$ cat src/hw/rtl/bbc_pkg.sv
`timescale 1ns / 1ps

package bbc_pkg;

  // Character codes of interest.
  localparam logic [7:0] CH_LPAREN  = 8'h28;
  localparam logic [7:0] CH_RPAREN  = 8'h29;
  localparam logic [7:0] CH_LSQUARE = 8'h5B;
  localparam logic [7:0] CH_RSQUARE = 8'h5D;
  localparam logic [7:0] CH_LBRACE  = 8'h7B;
  localparam logic [7:0] CH_RBRACE  = 8'h7D;
  localparam logic [7:0] CH_NEWLINE = 8'h0A;

  // Codes of the expected closer held in each stack cell.
  localparam logic [1:0] CODE_PAREN  = 2'd0;
  localparam logic [1:0] CODE_SQUARE = 2'd1;
  localparam logic [1:0] CODE_BRACE  = 2'd2;

  localparam int OUT_W = 16;

  typedef struct packed {
    logic [7:0] text_byte;
    logic       last_byte;
  } in_beat_t;

  typedef struct packed {
    logic             is_balanced;
    logic [OUT_W-1:0] error_line;
    logic [OUT_W-1:0] error_column;
    logic             depth_overflow;
  } out_beat_t;

  // Shift control shared by every stack cell.
  typedef struct packed {
    logic push;
    logic pop;
  } shift_ctl_t;

  // Control of the position counters.
  typedef struct packed {
    logic step;
    logic newline;
    logic clear;
  } pos_ctl_t;

endpackage

$ cat src/hw/rtl/bracket_balance_checker_unit.sv
`timescale 1ns / 1ps
// A result is registered onto out_* in the cycle after its last beat is accepted.
// Throughput: one beat per cycle; each beat makes at most one push or pop of the cell chain.
// A last beat is held off only while an earlier result is still stalled at the output.
// Reset (rst_n low, synchronous): empty stack, line 1, column 0, no result pending.
// The stack cells themselves are not reset; only entries below the fill count are read.
module bracket_balance_checker_unit #(
  parameter int STACK_DEPTH = 64,
  parameter int COUNT_WIDTH = 16
) (
  input  logic               clk,
  input  logic               rst_n,
  input  logic               in_valid,
  output logic               in_stall,
  input  bbc_pkg::in_beat_t  in_data,
  output logic               out_valid,
  input  logic               out_stall,
  output bbc_pkg::out_beat_t out_data
);

  // Fill count wide enough to hold the depth itself.
  localparam int CNT_W = $clog2(STACK_DEPTH + 1);
  // Width used to compare the counters against the 16-bit report limit.
  localparam int XW    = (COUNT_WIDTH > bbc_pkg::OUT_W) ? COUNT_WIDTH : bbc_pkg::OUT_W;
  localparam logic [XW-1:0] REPORT_MAX = XW'(16'hFFFF);

  // Output register, declared here because the input handshake looks at it.
  logic               out_valid_r;
  bbc_pkg::out_beat_t out_data_r;

  // Input handshake. A beat that does not end a text can always be taken,
  // since it produces no result; only a last beat must wait for the output
  // register to be free.
  logic in_acc;
  logic out_free;

  assign out_free = !out_valid_r || !out_stall;
  assign in_stall = !out_free && in_data.last_byte;
  assign in_acc   = in_valid && !in_stall;

  // Decode of the incoming character.
  logic       is_opener;
  logic       is_closer;
  logic [1:0] byte_code;

  always_comb begin
    is_opener = 1'b0;
    is_closer = 1'b0;
    byte_code = bbc_pkg::CODE_PAREN;
    case (in_data.text_byte)
      bbc_pkg::CH_LPAREN: begin
        is_opener = 1'b1;
        byte_code = bbc_pkg::CODE_PAREN;
      end
      bbc_pkg::CH_LSQUARE: begin
        is_opener = 1'b1;
        byte_code = bbc_pkg::CODE_SQUARE;
      end
      bbc_pkg::CH_LBRACE: begin
        is_opener = 1'b1;
        byte_code = bbc_pkg::CODE_BRACE;
      end
      bbc_pkg::CH_RPAREN: begin
        is_closer = 1'b1;
        byte_code = bbc_pkg::CODE_PAREN;
      end
      bbc_pkg::CH_RSQUARE: begin
        is_closer = 1'b1;
        byte_code = bbc_pkg::CODE_SQUARE;
      end
      bbc_pkg::CH_RBRACE: begin
        is_closer = 1'b1;
        byte_code = bbc_pkg::CODE_BRACE;
      end
      default: begin
        is_opener = 1'b0;
      end
    endcase
  end

  // Stack bookkeeping. Once a fault has been latched the text is only
  // scanned for its last beat, so nothing moves.
  logic [CNT_W-1:0] count_r;
  logic [CNT_W-1:0] count_nxt;
  logic             error_r;
  logic             error_nxt;
  logic             ovf_r;
  logic             ovf_nxt;
  logic             live;
  logic             stack_empty;
  logic             stack_full;
  logic [1:0]       top_code;
  bbc_pkg::shift_ctl_t shift;

  assign live        = in_acc && !error_r;
  assign stack_empty = (count_r == '0);
  assign stack_full  = (count_r == CNT_W'(STACK_DEPTH));

  always_comb begin
    count_nxt  = count_r;
    error_nxt  = error_r;
    ovf_nxt    = ovf_r;
    shift.push = 1'b0;
    shift.pop  = 1'b0;
    if (live) begin
      if (is_opener) begin
        if (stack_full) begin
          // No room for another opener: this is a fault at its own position.
          ovf_nxt   = 1'b1;
          error_nxt = 1'b1;
        end else begin
          shift.push = 1'b1;
          count_nxt  = count_r + 1'b1;
        end
      end else if (is_closer) begin
        // A closer must match the top of the stack, which is always cell 0.
        if (stack_empty || (top_code != byte_code)) begin
          error_nxt = 1'b1;
        end else begin
          shift.pop = 1'b1;
          count_nxt = count_r - 1'b1;
        end
      end
    end
  end

  always_ff @(posedge clk) begin
    if (!rst_n || (in_acc && in_data.last_byte)) begin
      count_r <= '0;
      error_r <= 1'b0;
      ovf_r   <= 1'b0;
    end else begin
      count_r <= count_nxt;
      error_r <= error_nxt;
      ovf_r   <= ovf_nxt;
    end
  end

  // The stack is a chain of cells: cell 0 is the top. A push moves every
  // entry one cell down and loads the new code into cell 0; a pop moves
  // every entry one cell up. The bottom cell simply holds on a pop.
  logic [1:0] cell_code [STACK_DEPTH];

  for (genvar i = 0; i < STACK_DEPTH; i++) begin : g_cell
    logic [1:0] up_code;
    logic [1:0] down_code;

    if (i == 0) begin : g_top
      assign up_code = byte_code;
    end else begin : g_mid_up
      assign up_code = cell_code[i-1];
    end

    if (i == STACK_DEPTH - 1) begin : g_bottom
      assign down_code = cell_code[i];
    end else begin : g_mid_down
      assign down_code = cell_code[i+1];
    end

    bbc_cell u_cell (
      .clk       (clk),
      .ctl       (shift),
      .up_code   (up_code),
      .down_code (down_code),
      .code      (cell_code[i])
    );
  end

  assign top_code = cell_code[0];

  // Position counters advance on every live beat.
  bbc_pkg::pos_ctl_t      pos_ctl;
  logic [COUNT_WIDTH-1:0] line_nxt;
  logic [COUNT_WIDTH-1:0] column_nxt;

  assign pos_ctl.step    = live;
  assign pos_ctl.newline = (in_data.text_byte == bbc_pkg::CH_NEWLINE);
  assign pos_ctl.clear   = in_acc && in_data.last_byte;

  bbc_pos #(
    .COUNT_WIDTH (COUNT_WIDTH)
  ) u_pos (
    .clk        (clk),
    .rst_n      (rst_n),
    .ctl        (pos_ctl),
    .line_nxt   (line_nxt),
    .column_nxt (column_nxt)
  );

  // Counters wider than the report are clamped rather than wrapped.
  logic [XW-1:0] line_ext;
  logic [XW-1:0] column_ext;
  logic [15:0]   line_rep;
  logic [15:0]   column_rep;

  assign line_ext   = XW'(line_nxt);
  assign column_ext = XW'(column_nxt);
  assign line_rep   = (line_ext > REPORT_MAX) ? 16'hFFFF : line_ext[15:0];
  assign column_rep = (column_ext > REPORT_MAX) ? 16'hFFFF : column_ext[15:0];

  // Output register. It loads the result of a last beat, and it is free
  // whenever it is empty or its current result is being taken.
  always_ff @(posedge clk) begin
    if (!rst_n) begin
      out_valid_r <= 1'b0;
    end else if (out_free) begin
      out_valid_r <= in_acc && in_data.last_byte;
    end
  end

  always_ff @(posedge clk) begin
    if (in_acc && in_data.last_byte) begin
      out_data_r.is_balanced    <= !error_nxt && (count_nxt == '0);
      out_data_r.error_line     <= line_rep;
      out_data_r.error_column   <= column_rep;
      out_data_r.depth_overflow <= ovf_nxt;
    end
  end

  assign out_valid = out_valid_r;
  assign out_data  = out_data_r;

endmodule

$ cat src/hw/rtl/bbc_cell.sv
`timescale 1ns / 1ps

// One entry of the closer stack. On a push it takes the code of the cell
// above it, on a pop the code of the cell below it.
module bbc_cell (
  input  logic                clk,
  input  bbc_pkg::shift_ctl_t ctl,
  input  logic [1:0]          up_code,
  input  logic [1:0]          down_code,
  output logic [1:0]          code
);

  logic [1:0] code_r;

  always_ff @(posedge clk) begin
    if (ctl.push) begin
      code_r <= up_code;
    end else if (ctl.pop) begin
      code_r <= down_code;
    end
  end

  assign code = code_r;

endmodule

$ cat src/hw/rtl/bbc_pos.sv
`timescale 1ns / 1ps

// Saturating line and column counters.
module bbc_pos #(
  parameter int COUNT_WIDTH = 16
) (
  input  logic                   clk,
  input  logic                   rst_n,
  input  bbc_pkg::pos_ctl_t      ctl,
  output logic [COUNT_WIDTH-1:0] line_nxt,
  output logic [COUNT_WIDTH-1:0] column_nxt
);

  localparam logic [COUNT_WIDTH-1:0] CNT_MAX = '1;

  logic [COUNT_WIDTH-1:0] line_r;
  logic [COUNT_WIDTH-1:0] column_r;

  always_comb begin
    line_nxt   = line_r;
    column_nxt = column_r;
    if (ctl.step) begin
      if (ctl.newline) begin
        column_nxt = '0;
        line_nxt   = (line_r == CNT_MAX) ? line_r : line_r + 1'b1;
      end else begin
        column_nxt = (column_r == CNT_MAX) ? column_r : column_r + 1'b1;
      end
    end
  end

  always_ff @(posedge clk) begin
    if (!rst_n || ctl.clear) begin
      line_r   <= COUNT_WIDTH'(1);
      column_r <= '0;
    end else begin
      line_r   <= line_nxt;
      column_r <= column_nxt;
    end
  end

endmodule

$ cat config.mk
export PLATFORM = sky130hd
export DESIGN_NAME = bracket_balance_checker_unit
export DESIGN_NICKNAME = d
export VERILOG_FILES = /design/src/hw/rtl/bbc_pkg.sv /design/src/hw/rtl/bracket_balance_checker_unit.sv /design/src/hw/rtl/bbc_cell.sv /design/src/hw/rtl/bbc_pos.sv
export SDC_FILE = /design/constraint.sdc
export NUM_CORES = 1
export LEC_CHECK = 0
export BUFFER_PORTS_ARGS = -buffer_cell sky130_fd_sc_hd__buf_2
export CAP_MARGIN = 20
export CORE_UTILIZATION = 57
export CTS_BUF_LIST = sky130_fd_sc_hd__clkbuf_8 sky130_fd_sc_hd__clkbuf_16
export DETAILED_ROUTE_END_ITERATION = 7
export PLACE_DENSITY_LB_ADDON = 0.05
export SLEW_MARGIN = 20
export SYNTH_ARGS = -nofsm -noshare
export SYNTH_HDL_FRONTEND = slang
export SYNTH_SLANG_ARGS = --single-unit
$ cat constraint.sdc
create_clock -name clk -period 11.6 [get_ports clk]
set_clock_uncertainty 0.1 [all_clocks]
set_input_delay 0.58 -clock clk [delete_from_list [all_inputs] [get_ports clk]]
set_output_delay 0.58 -clock clk [all_outputs]
set_load 0.01 [all_outputs]
==> results by group, run 1 <==
Routing
  • Via Count: 5204
  • Max Used Layer: met4
  • Initial DRC Count: 328
  • Vias per cell: 5.69
  • Wire length on met1: 6970 um
  • WL/cell: 16.3 um
  • Met3 WL post-DR: 744 um
  • Met2 Wirelength: 6940 um
  • Remaining DRCs: 0
  • Routed WL: 14900 um
  • DRT Pass-1 Iters: 5
  • Antenna viol nets, final: 0

Final layout
  • Fraction of layout cells with a size suffix above 1: 33.3%
  • Layout area overhead: 12.0%
  • Post-route cell area: 10200 um^2
  • Nets: 706
  • Most common cell after layout, fill and taps aside: edfxtp_1
  • Most frequent cells in the layout: edfxtp_1, mux2_2, buf_2, dfxtp_1, nor2_1
  • N_diodes: 0

Clock tree
  • Post-CTS Setup Repair Bufs: 0
  • Sink Count: 204
  • TritonCTS Buffers: 22
  • Worst-path clk slew: 0.06 ns
  • CTS Root Cell: clkbuf_16
  • Hold Buf Count CTS: 0
  • Max Root-Sink Buffers: 3
  • H-tree Lvls: 1
  • CTS tree: yes
  • Clk Latency, worst-skew pair: 0.49 ns
  • Gates resized, CTS repair: 0

Power and ir drop
  • Total power: 1.52 mW
  • Pwr dens: 149 nW/um^2
  • Leakage: 3.51 nW
  • Peak supply drop: 0.131 mV

Placed design
  • Post-DP Area: 9440 um^2
  • PortBufs: 48
  • Final Wtd Congestion: 0.894
  • Hpwl dp: 9440 um

Worst hold path
  • Worst Hold Path Cells: 3
  • Min-delay worst type: in -> reg
  • Critical hold path startpoint: out_stall
  • Worst Hold End: out_valid

Worst setup path
  • Crit path DAT: 3.99 ns
  • CP Cell Sequence: buf_2 -> nor3b_1 -> a22o_1 -> nand2_1 -> nor2_4 -> buf_4 -> mux2_2
  • Slowest cell on crit path: buf_4
  • Max FO, Critical Path: 89
  • Crit-path max cell delay: 0.94 ns
  • Reg-to-reg slack, setup: 7.88 ns
  • CP required: 11.74 ns
  • Reg2reg end: g_cell[39].u_cell.code[0]
  • Worst r2r src: error_r
  • Crit. End Element: flip-flop
  • Startpoint Class: primary input
  • Reg2Reg Depth: 5
  • Crit Path Class: in -> reg

Logic synthesis
  • EDFF count, synth: 162
  • Adder-cell area share of the yosys netlist: 0.689%
  • Syn avg cell area: 14.2 um^2
  • Multiplexer share of the synthesized area: 16.1%
  • Synth cell types: 61
  • Compound-cell area share of the yosys netlist: 4.21%
  • Synth Area in Simple Gates: 11.3%
  • Post-Syn Area: 9070 um^2
  • Post-synth ARST share: 0%
  • Seq/Total Area, Yosys: 62.9%
  • Synth Warn #: 0
  • Post-Syn Instances: 638
  • Xor/xnor share of the synthesized area: 2.41%
  • Largest family of logic cells by synthesized area: multiplexers
  • Syn nets: 656
  • Most common flop cell mapped by yosys: edfxtp_1
  • Flops & latches, synth: 204

Floorplanning
  • I/O pin count: 49
  • Die Width: 128 um
  • Initial Util: 59.0%
  • Row cnt: 45
  • Core Region: 15400 um^2
  • Die Area: 16400 um^2
  • Die Height: 128 um

Global routing
  • Remaining Overflow, GRT: 0
  • First-pass GRT wire length: 24700 um
  • Antenna violations before repair: 0
  • Vias in the first global route: 5108
  • Largest net degree at the start of global routing: 90
  • GRT Total Usage: 18.6%

Timing
  • Final min period: 3.84 ns
  • Slew margin rel.: 29.2%
  • RSZ-0062 raised after global routing: no
  • Hold Vio Cnt, Final: 0
  • Fin crit share: 33.1%
  • Final Max Tran Viols: 0
  • Fmax: 260 MHz
  • Hold_ws: 0.285 ns
  • Final setup fails: 0
  • Fin Setup TNS: 0 ns
  • Worst Max-Slew Pin Slew: 1.06 ns

Run
  • Max cap viols: 0

Run status
  • Outcome: completed
## power by group
group / total, mW / internal, mW / switching, mW
combinational: 0.0338 / 0.0118 / 0.0220
clock: 0.694 / 0.424 / 0.270
sequential: 0.791 / 0.788 / 0.00239
## routing by layer
metal	global-route usage, %	up-vias
met3	3.76	23
met1	25.5	2548
met5	0	-
met4	5.88	0
li1	-	2526
met2	30.0	107
## how the worst max path moves through the flow
stage | from | endpoint | slack (ns) | cells past startpoint
6_report | in_data[3] | g_cell[39].u_cell.code[0] | 7.76 | 7
5_1_grt | in_data[3] | g_cell[39].u_cell.code[0] | 7.42 | 7
4_1_cts | in_data[3] | g_cell[48].u_cell.code[1] | 7.79 | 7
3_5_place_dp | in_data[3] | g_cell[39].u_cell.code[0] | 7.28 | 7
3_3_place_gp | in_data[3] | g_cell[50].u_cell.code[0] | 7.39 | 7
2_1_floorplan | in_data[2] | g_cell[0].u_cell.code[0] | 6.77 | 6
## Yosys cell counts (3+ instances only)
library cell  number  share of area [%]
mux2_2           127                 16
nor3b_1            3               0.25
nand3_1           24                1.3
o2111ai_1          3               0.29
buf_2             12               0.66
o21ai_0            7               0.39
clkbuf_1           5               0.21
clkbuf_8           3               0.45
nor2_1            41                1.7
nor4b_1            6               0.58
and2_1             3               0.21
nor3_1            13               0.72
edfxtp_1         162                 54
xnor2_1           13                1.3
nor2b_1           18                1.2
and4_1             5               0.48
a31oi_1            7               0.48
buf_6              4               0.50
nand2_1           24               0.99
mux2i_1            3               0.33
xor2_1            12                1.2
nor4_1             6               0.41
dfxtp_1           42                9.3
ha_1               5               0.69
a21oi_1            8               0.44
nand4_1           11               0.76
inv_1             11               0.45
and3_1            15                1.0
or2_2              3               0.21
## per-stage QoR
stage	utilization [%]	instances	setup WS (ns)
after floorplan	-	638	6.77
after global placement	61.4	875	7.39
after detailed placement	61.4	875	7.28
after CTS	66.1	914	7.79
after global routing	66.1	914	7.42
final	66.1	914	7.76
## area by class of cell
type / count / area [um^2]
tap: 211 / 264
sequential: 204 / 5710
inverter: 11 / 43.8
multi-input combinational: 397 / 3160
fill: 1109 / 5200
clock inverter: 16 / 151
timing repair buffer: 52 / 270
clock buffer: 23 / 576
## flip-flops by register name, indices dropped and copies added (netlist names)
name                flops
out_data               34
ovf_r                   1
count_r                 7
out_valid               1
g_cell.u_cell.code    128
u_pos.line_r           16
error_r                 1
u_pos.column_r         16
## critical path: cells and delay by family
| kind | cells | cell delay, ns |
|---|---|---|
| compound gates | 1 | 0.42 |
| buf+inv | 2 | 1.09 |
| mux | 1 | 0.43 |
| simple gates | 3 | 1.39 |
## logic make-up after synthesis
| family | after synthesis |
|---|---|
| DFF | 204 |
| buffers and inverters | 37 |
| adders and majority gates | 5 |
| AOI/OAI and AO/OA | 50 |
| and+or+nand+nor | 187 |
| xor gates and xnor gates | 25 |
| muxes | 130 |
Power figures use the tool's default switching activity.
==> inputs of run 2 (changes only) <==
Settings changed: ABC_AREA from default to 1, CORE_UTILIZATION 57 to 55.
Clock period 11.6 ns to 3.1 ns, I/O delays scaled along.
==> run 2 against run 1 <==
Final area up 3.6%; combinational power increased to 5.3 times the previous value; critical path depth rose by 3; sequential power rose to 3.8 times the previous value; global-route usage increased by 1.7 points; critical path type is now reg -> reg; routed wire length rose by 14%; count of clock-buffer cells in the layout grew 3; via count rose by 24%; flip-flop and latch count unchanged; core utilization is 2.6 points lower; worst setup slack got worse by 7.2 ns; highest routed layer is now met5.
==> results by group, run 2 <==
Clock tree
  • Sink Count: 204 (unchanged)
  • Hold Buf Count CTS: 2 (+2)
  • H-tree Lvls: 1 (unchanged)
  • Max Root-Sink Buffers: 3 (unchanged)
  • Post-CTS Setup Repair Bufs: 0 (unchanged)
  • CTS Root Cell: clkbuf_16
  • Clk Latency, worst-skew pair: 0.49 ns (about the same)
  • Worst-path clk slew: 0.06 ns (about the same)
  • TritonCTS Buffers: 22 (unchanged)
  • CTS tree: yes
  • Gates resized, CTS repair: 0 (unchanged)

Routing
  • Via Count: 6470 (+24%)
  • DRT Pass-1 Iters: 4 (-1)
  • Antenna viol nets, final: 0 (unchanged)
  • Remaining DRCs: 0 (unchanged)
  • Initial DRC Count: 472 (+44%)
  • WL/cell: 13.2 um (-19%)
  • Routed WL: 16900 um (+14%)
  • Vias per cell: 5.04 (-12%)

Worst setup path
  • Crit Path Class: reg -> reg
  • Crit. End Element: flip-flop
  • Crit path DAT: 2.65 ns (-1.34 ns)
  • Worst r2r src: count_r[0]
  • Max FO, Critical Path: 42 (-53%)
  • CP required: 3.18 ns (-8.56 ns)
  • Reg2reg end: g_cell[11].u_cell.code[1]
  • Reg2Reg Depth: 10 (+5)
  • CP Capture Point: g_cell[11].u_cell.code[1]
  • CP Launch Point: count_r[0]
  • Startpoint Class: flip-flop
  • Reg-to-reg slack, setup: 0.53 ns (-7.35 ns)

Logic synthesis
  • Synth area leader: edfxtp_1
  • Cell with the most instances after synthesis: nand2_1
  • Post-Syn Instances: 1003 (+57%)
  • Seq/Total Area, Yosys: 61.1% (-1.8 points)
  • Adder-cell area share of the yosys netlist: 0.670% (-0.020 points)
  • Post-Syn Area: 9340 um^2 (+2.9%)
  • Post-synth ARST share: 0% (unchanged)
  • Multiplexer share of the synthesized area: 0% (-16 points)
  • Syn nets: 1021 (+56%)
  • Largest family of logic cells by synthesized area: simple AND/OR/NAND/NOR gates
  • Share of the synthesized area in the top cell type: 52.1% (-1.5 points)
  • Synth Warn #: 0 (unchanged)
  • Area contributors post-synth: edfxtp_1, nand2_1, dfxtp_1, inv_1, o21ai_0
  • EDFF count, synth: 162 (unchanged)
  • Most common flop cell mapped by yosys: edfxtp_1
  • Synth Area in Simple Gates: 24.1% (+13 points)
  • Compound-cell area share of the yosys netlist: 5.97% (+1.8 points)
  • Top cells by count, synth: nand2_1, edfxtp_1, inv_1
  • Syn avg cell area: 9.31 um^2 (-35%)
  • Xor/xnor share of the synthesized area: 1.50% (-0.91 points)
  • Flops & latches, synth: 204 (unchanged)
  • Synth cell types: 47 (-23%)

Worst hold path
  • Min-delay worst type: in -> reg

Timing
  • Final setup fails: 0 (unchanged)
  • Fmax: 389 MHz
  • Worst Max-Slew Pin Slew: 0.844 ns (-0.218 ns)
  • Fin crit share: 82.9%
  • RSZ-0062 raised after global routing: no
  • Fin Setup TNS: 0 ns (unchanged)
  • Slew margin rel.: 43.7% (+15 points)
  • Hold Vio Cnt, Final: 0 (unchanged)
  • Final Max Tran Viols: 0 (unchanged)
  • Final min period: 2.57 ns

Floorplanning
  • Die Area: 17500 um^2 (+6.6%)
  • Core Region: 16600 um^2 (+7.9%)
  • I/O pin count: 49 (unchanged)
  • Initial Util: 56.3% (-2.7 points)
  • Row cnt: 47 (+4.4%)
  • Die Width: 132 um (+3.2%)
  • Die Height: 132 um (+3.2%)

Placed design
  • PortBufs: 48 (unchanged)
  • Final Wtd Congestion: 0.798 (-11%)
  • Hpwl dp: 10700 um (+13%)

Power and ir drop
  • Peak supply drop: 0.465 mV (+260%)
  • Pwr dens: 536 nW/um^2 (+260%)
  • Leakage: 4.38 nW (+25%)
  • Total power: 5.64 mW (+270%)

Global routing
  • GRT Total Usage: 20.3% (+1.7 points)
  • Vias in the first global route: 6250 (+22%)
  • Antenna violations before repair: 1 (+1)
  • Remaining Overflow, GRT: 0 (unchanged)
  • First-pass GRT wire length: 29200 um (+18%)
  • Largest net degree at the start of global routing: 126 (+40%)

Final layout
  • Nets: 1067 (+51%)
  • N_diodes: 0 (unchanged)
  • Layout area overhead: 12.8%
  • Most common cell after layout, fill and taps aside: nand2_1
  • Fraction of layout cells with a size suffix above 1: 12.0% (-21 points)
  • Max FFs per register: 128 (unchanged)
  • Most frequent cells in the layout: nand2_1, edfxtp_1, inv_1, o21ai_0, nor2_1

Run
  • Max cap viols: 0 (unchanged)

Run status
  • Outcome: completed
-- run 2: worst max-delay path: stages, from the launching register on --
cell     delay, ns
dfxtp_1       0.42
inv_1         0.11
ha_1          0.20
inv_1         0.08
nor2_1        0.05
nand2_1       0.07
nand3_2       0.08
nor2_2        0.40
nand3_4       0.14
nand2_4       0.30
buf_12        0.28
-- run 2: worst min-delay path by stage --
stage	from	end	depth (start not counted)
3_3_place_gp	rst_n	out_valid	3
4_1_cts	in_data[5]	u_pos.column_r[0]	5
3_5_place_dp	rst_n	out_valid	3
2_1_floorplan	rst_n	out_valid	2
5_1_grt	in_data[5]	u_pos.column_r[0]	5
6_report	in_data[5]	u_pos.column_r[0]	5
-- run 2: layout make-up --
| class | instances | area [um^2] |
|---|---|---|
| flip-flops and latches | 204 | 5710 |
| repair buffers | 59 | 378 |
| well taps | 220 | 275 |
| clock inverters | 14 | 85.1 |
| multi-input cells | 644 | 3020 |
| clock buffers | 26 | 617 |
| fillers | 1439 | 6050 |
| inverters | 118 | 452 |
-- run 2: cell families (layout without fill, tap and decap cells) --
| logic type | count (synthesis) | in the layout |
|---|---|---|
| simple gates | 516 | 516 |
| xor+xnor | 16 | 16 |
| fa+ha+maj | 5 | 5 |
| buf+inv | 155 | 217 |
| flops | 204 | 204 |
| compound gates | 107 | 107 |
-- run 2: per-layer routing --
metal	GRT usage [%]	up-vias	wire (um)
met5	0	-	13
li1	-	3371	-
met1	28.5	2980	8050
met4	5.04	2	231
met3	4.69	18	916
met2	32.1	99	7730
-- run 2: power by group --
group | leakage (nW) | internal (mW) | switching, mW
Combinational | 2.20 | 0.0581 | 0.120
Clock | 0.378 | 1.49 | 1.00
Sequential | 1.81 | 2.96 | 0.0152
-- run 2: stage by stage --
step                util (%)  cells  worst slack, ns  hold WS [ns]  area [um^2]
floorplan                  -   1003            0.234         0.153         9350
global placement        59.2   1243            0.547         0.256         9810
detailed placement      59.2   1243            0.524         0.272         9810
CTS                     63.5   1285            0.525         0.124        10500
global route            63.5   1285            0.290         0.196        10500
finish                  63.5   1285            0.529         0.143        10500
==> inputs of run 3 (changes only) <==
Settings changed: ABC_AREA 1 to 0.
Clock period 3.1 ns to 2.3 ns, I/O delays scaled along.
==> run 3 against run 2 <==
The flow now finishes with violations (setup timing); routed wire length up 1.7%; final cell count down 22%; total power up 34%; critical endpoint is now g_cell[24].u_cell.code[0]; first-iteration DRC count down 39%; flip-flop and latch count unchanged.
==> results by group, run 3 (same netlist as run 1, synthesis figures left out) <==
Timing
  • Final setup fails: 94 (+94)
  • Worst Max-Slew Pin Slew: 0.539 ns (-0.305 ns)
  • Slew margin rel.: 64.1% (+20 points)
  • Fmax: 412 MHz (+5.8%)
  • Fin crit share: 106% (+23 points)
  • Hold Vio Cnt, Final: 0 (unchanged)
  • RSZ-0062 raised after global routing: yes
  • Final WS setup: -0.130 ns (-0.658 ns)
  • Final Max Tran Viols: 0 (unchanged)
  • Final min period: 2.43 ns (-0.142 ns)

Worst hold path
  • Critical hold path startpoint: in_data[7]
  • Min-delay worst type: in -> reg
  • Worst Hold End: u_pos.column_r[15]
  • Worst Hold Path Cells: 5 (unchanged)

Floorplanning
  • Die Height: 130 um (-1.4%)
  • Die Area: 17000 um^2 (-2.8%)
  • Initial Util: 56.7% (+0.39 points)
  • Die Width: 130 um (-1.4%)
  • Core Region: 16000 um^2 (-3.5%)
  • Row cnt: 46 (-2.1%)
  • I/O pin count: 49 (unchanged)

Final layout
  • Layout area overhead: 24.3%
  • Fillers: 1140 (-21%)
  • Most frequent cells in the layout: edfxtp_1, mux2_2, buf_2, buf_4, dfxtp_1
  • Finished Layout Cells: 999 (-22%)
  • Nets: 785 (-26%)
  • Post-route cell area: 11300 um^2 (+7.1%)
  • Fraction of layout cells with a size suffix above 1: 40.7% (+29 points)
  • Max FFs per register: 128 (unchanged)
  • Most common cell after layout, fill and taps aside: edfxtp_1
  • N_diodes: 0 (unchanged)

Clock tree
  • Sink Count: 204 (unchanged)
  • CTS tree: yes
  • Worst-path clk slew: 0.06 ns (about the same)
  • TritonCTS Buffers: 22 (unchanged)
  • CTS Root Cell: clkbuf_16
  • Clk Latency, worst-skew pair: 0.50 ns (about the same)
  • H-tree Lvls: 1 (unchanged)
  • Max Root-Sink Buffers: 3 (unchanged)

Worst setup path
  • Crit. End Element: flip-flop
  • CP required: 2.46 ns (-0.72 ns)
  • Reg2reg end: g_cell[24].u_cell.code[0]
  • Startpoint Class: flip-flop
  • Reg-to-reg slack, setup: -0.13 ns (-0.66 ns)
  • Crit Path Class: reg -> reg
  • Max FO, Critical Path: 6 (-86%)
  • Worst r2r src: count_r[3]
  • Reg2Reg Depth: 8 (-2)
  • Crit path DAT: 2.59 ns (-0.06 ns)

Routing
  • Via Count: 5604 (-13%)
  • Initial DRC Count: 289 (-39%)
  • WL/cell: 17.3 um (+31%)
  • Routed WL: 17200 um (+1.7%)
  • DRT Pass-1 Iters: 5 (+1)
  • Vias per cell: 5.61 (+11%)
  • Remaining DRCs: 0 (unchanged)
  • Antenna viol nets, final: 0 (unchanged)

Run status
  • Outcome: finished with violations
  • Failing checks: setup timing

Placed design
  • PortBufs: 48 (unchanged)
  • Hpwl dp: 11000 um (+2.7%)
  • Post-DP Area: 9960 um^2 (+1.5%)
  • Final Wtd Congestion: 0.909 (+14%)
  • DP Cell Count: 934 (-25%)
  • Dpl ws: -0.149 ns (-0.673 ns)

Global routing
  • First-pass GRT wire length: 26400 um (-9.7%)
  • GRT Total Usage: 19.6% (-0.67 points)
  • Vias in the first global route: 5380 (-14%)
  • Largest net degree at the start of global routing: 35 (-72%)
  • Antenna violations before repair: 0 (-1)
  • Remaining Overflow, GRT: 0 (unchanged)

Power and ir drop
  • Peak supply drop: 0.674 mV (+45%)
  • Leakage: 4.02 nW (-8.3%)
  • Pwr dens: 670 nW/um^2 (+25%)

Run
  • Max cap viols: 0 (unchanged)
[run 3: changes by cell type in the layout (fill, tap and decap cells not counted), moves of 10 or more]
cell       previous run  this run
xnor2_1               1        13
and3_1                1        15
o21ai_0              80         6
buf_4                 5        46
nor2b_1               0        18
buf_12                4        14
nor2_1               54        40
nor3_1               26        12
clkbuf_16            23        35
mux2_2                0       127
inv_1               119        16
nand2_1             353        24
[run 3: final cells by class]
| cell class | count | area [um^2] | share of cell area, % |
|---|---|---|---|
| multi-input combinational | 397 | 3230 | 28.7 |
| inverter | 11 | 45.0 | 0.399 |
| clock buffer | 24 | 589 | 5.23 |
| timing repair buffer | 131 | 1330 | 11.8 |
| sequential | 204 | 5710 | 50.6 |
| tap | 216 | 270 | 2.40 |
| clock inverter | 16 | 104 | 0.921 |
[run 3: how the worst max path moves through the flow]
stage,start,endpoint,slack (ns),depth (start not counted)
2_1_floorplan,count_r[3],g_cell[0].u_cell.code[0],-1.48,6
3_3_place_gp,g_cell[0].u_cell.code[0],g_cell[60].u_cell.code[0],-0.06,6
3_5_place_dp,g_cell[0].u_cell.code[1],out_data[33],-0.15,7
4_1_cts,g_cell[0].u_cell.code[0],out_data[33],-0.1,8
5_1_grt,g_cell[0].u_cell.code[1],out_data[33],-0.23,8
6_report,count_r[3],g_cell[24].u_cell.code[0],-0.13,8
[run 3: critical path, stage by stage, from the launching register on]
cell and delay, ns:
dfxtp_1 0.33, or4_4 0.57, nor2_4 0.18, a211oi_4 0.08
o21ai_2 0.24, clkinvlp_4 0.22, buf_12 0.18, clkbuf_16 0.15
clkbuf_16 0.15
[run 3: power by group]
group          internal, mW  switching (mW)  total, mW
clock                  1.95            1.39       3.34
combinational        0.0943           0.127      0.221
sequential             3.98          0.0122       3.99
total                  6.02            1.53       7.55
[run 3: repair_timing]
item                                    in CTS  in global routing
pin swaps                                    2                  3
endpoints found under the setup margin     127                154
setup buffers                                2                  2
resized for setup                           13                 21
hold buffers                                 4                  0
hold endpoints to repair                     9                  0
cloned                                       0                 17
[run 3: through the flow]
step | utilization, % | hold slack (ns) | TNS [ns] | total power, mW
after floorplan | - | 0.191 | -186.31 | 4.18
after global placement | 62.2 | 0.313 | -2.28 | 4.26
after detailed placement | 62.2 | 0.332 | -13.76 | 4.27
after CTS | 67.4 | 0.102 | -0.0963 | 7.61
after global routing | 70.5 | 0.170 | -16.25 | 7.78
final | 70.5 | 0.132 | -6.17 | 7.55
[run 3: layer usage]
metal	routed length (um)	GRT usage (%)	vias up	share of wire, %
met5	0	0	-	0
met4	372	6.15	0	2.2
met3	701	3.50	34	4.1
met2	8010	30.8	126	46
met1	8160	28.0	2741	47
li1	-	-	2703	-
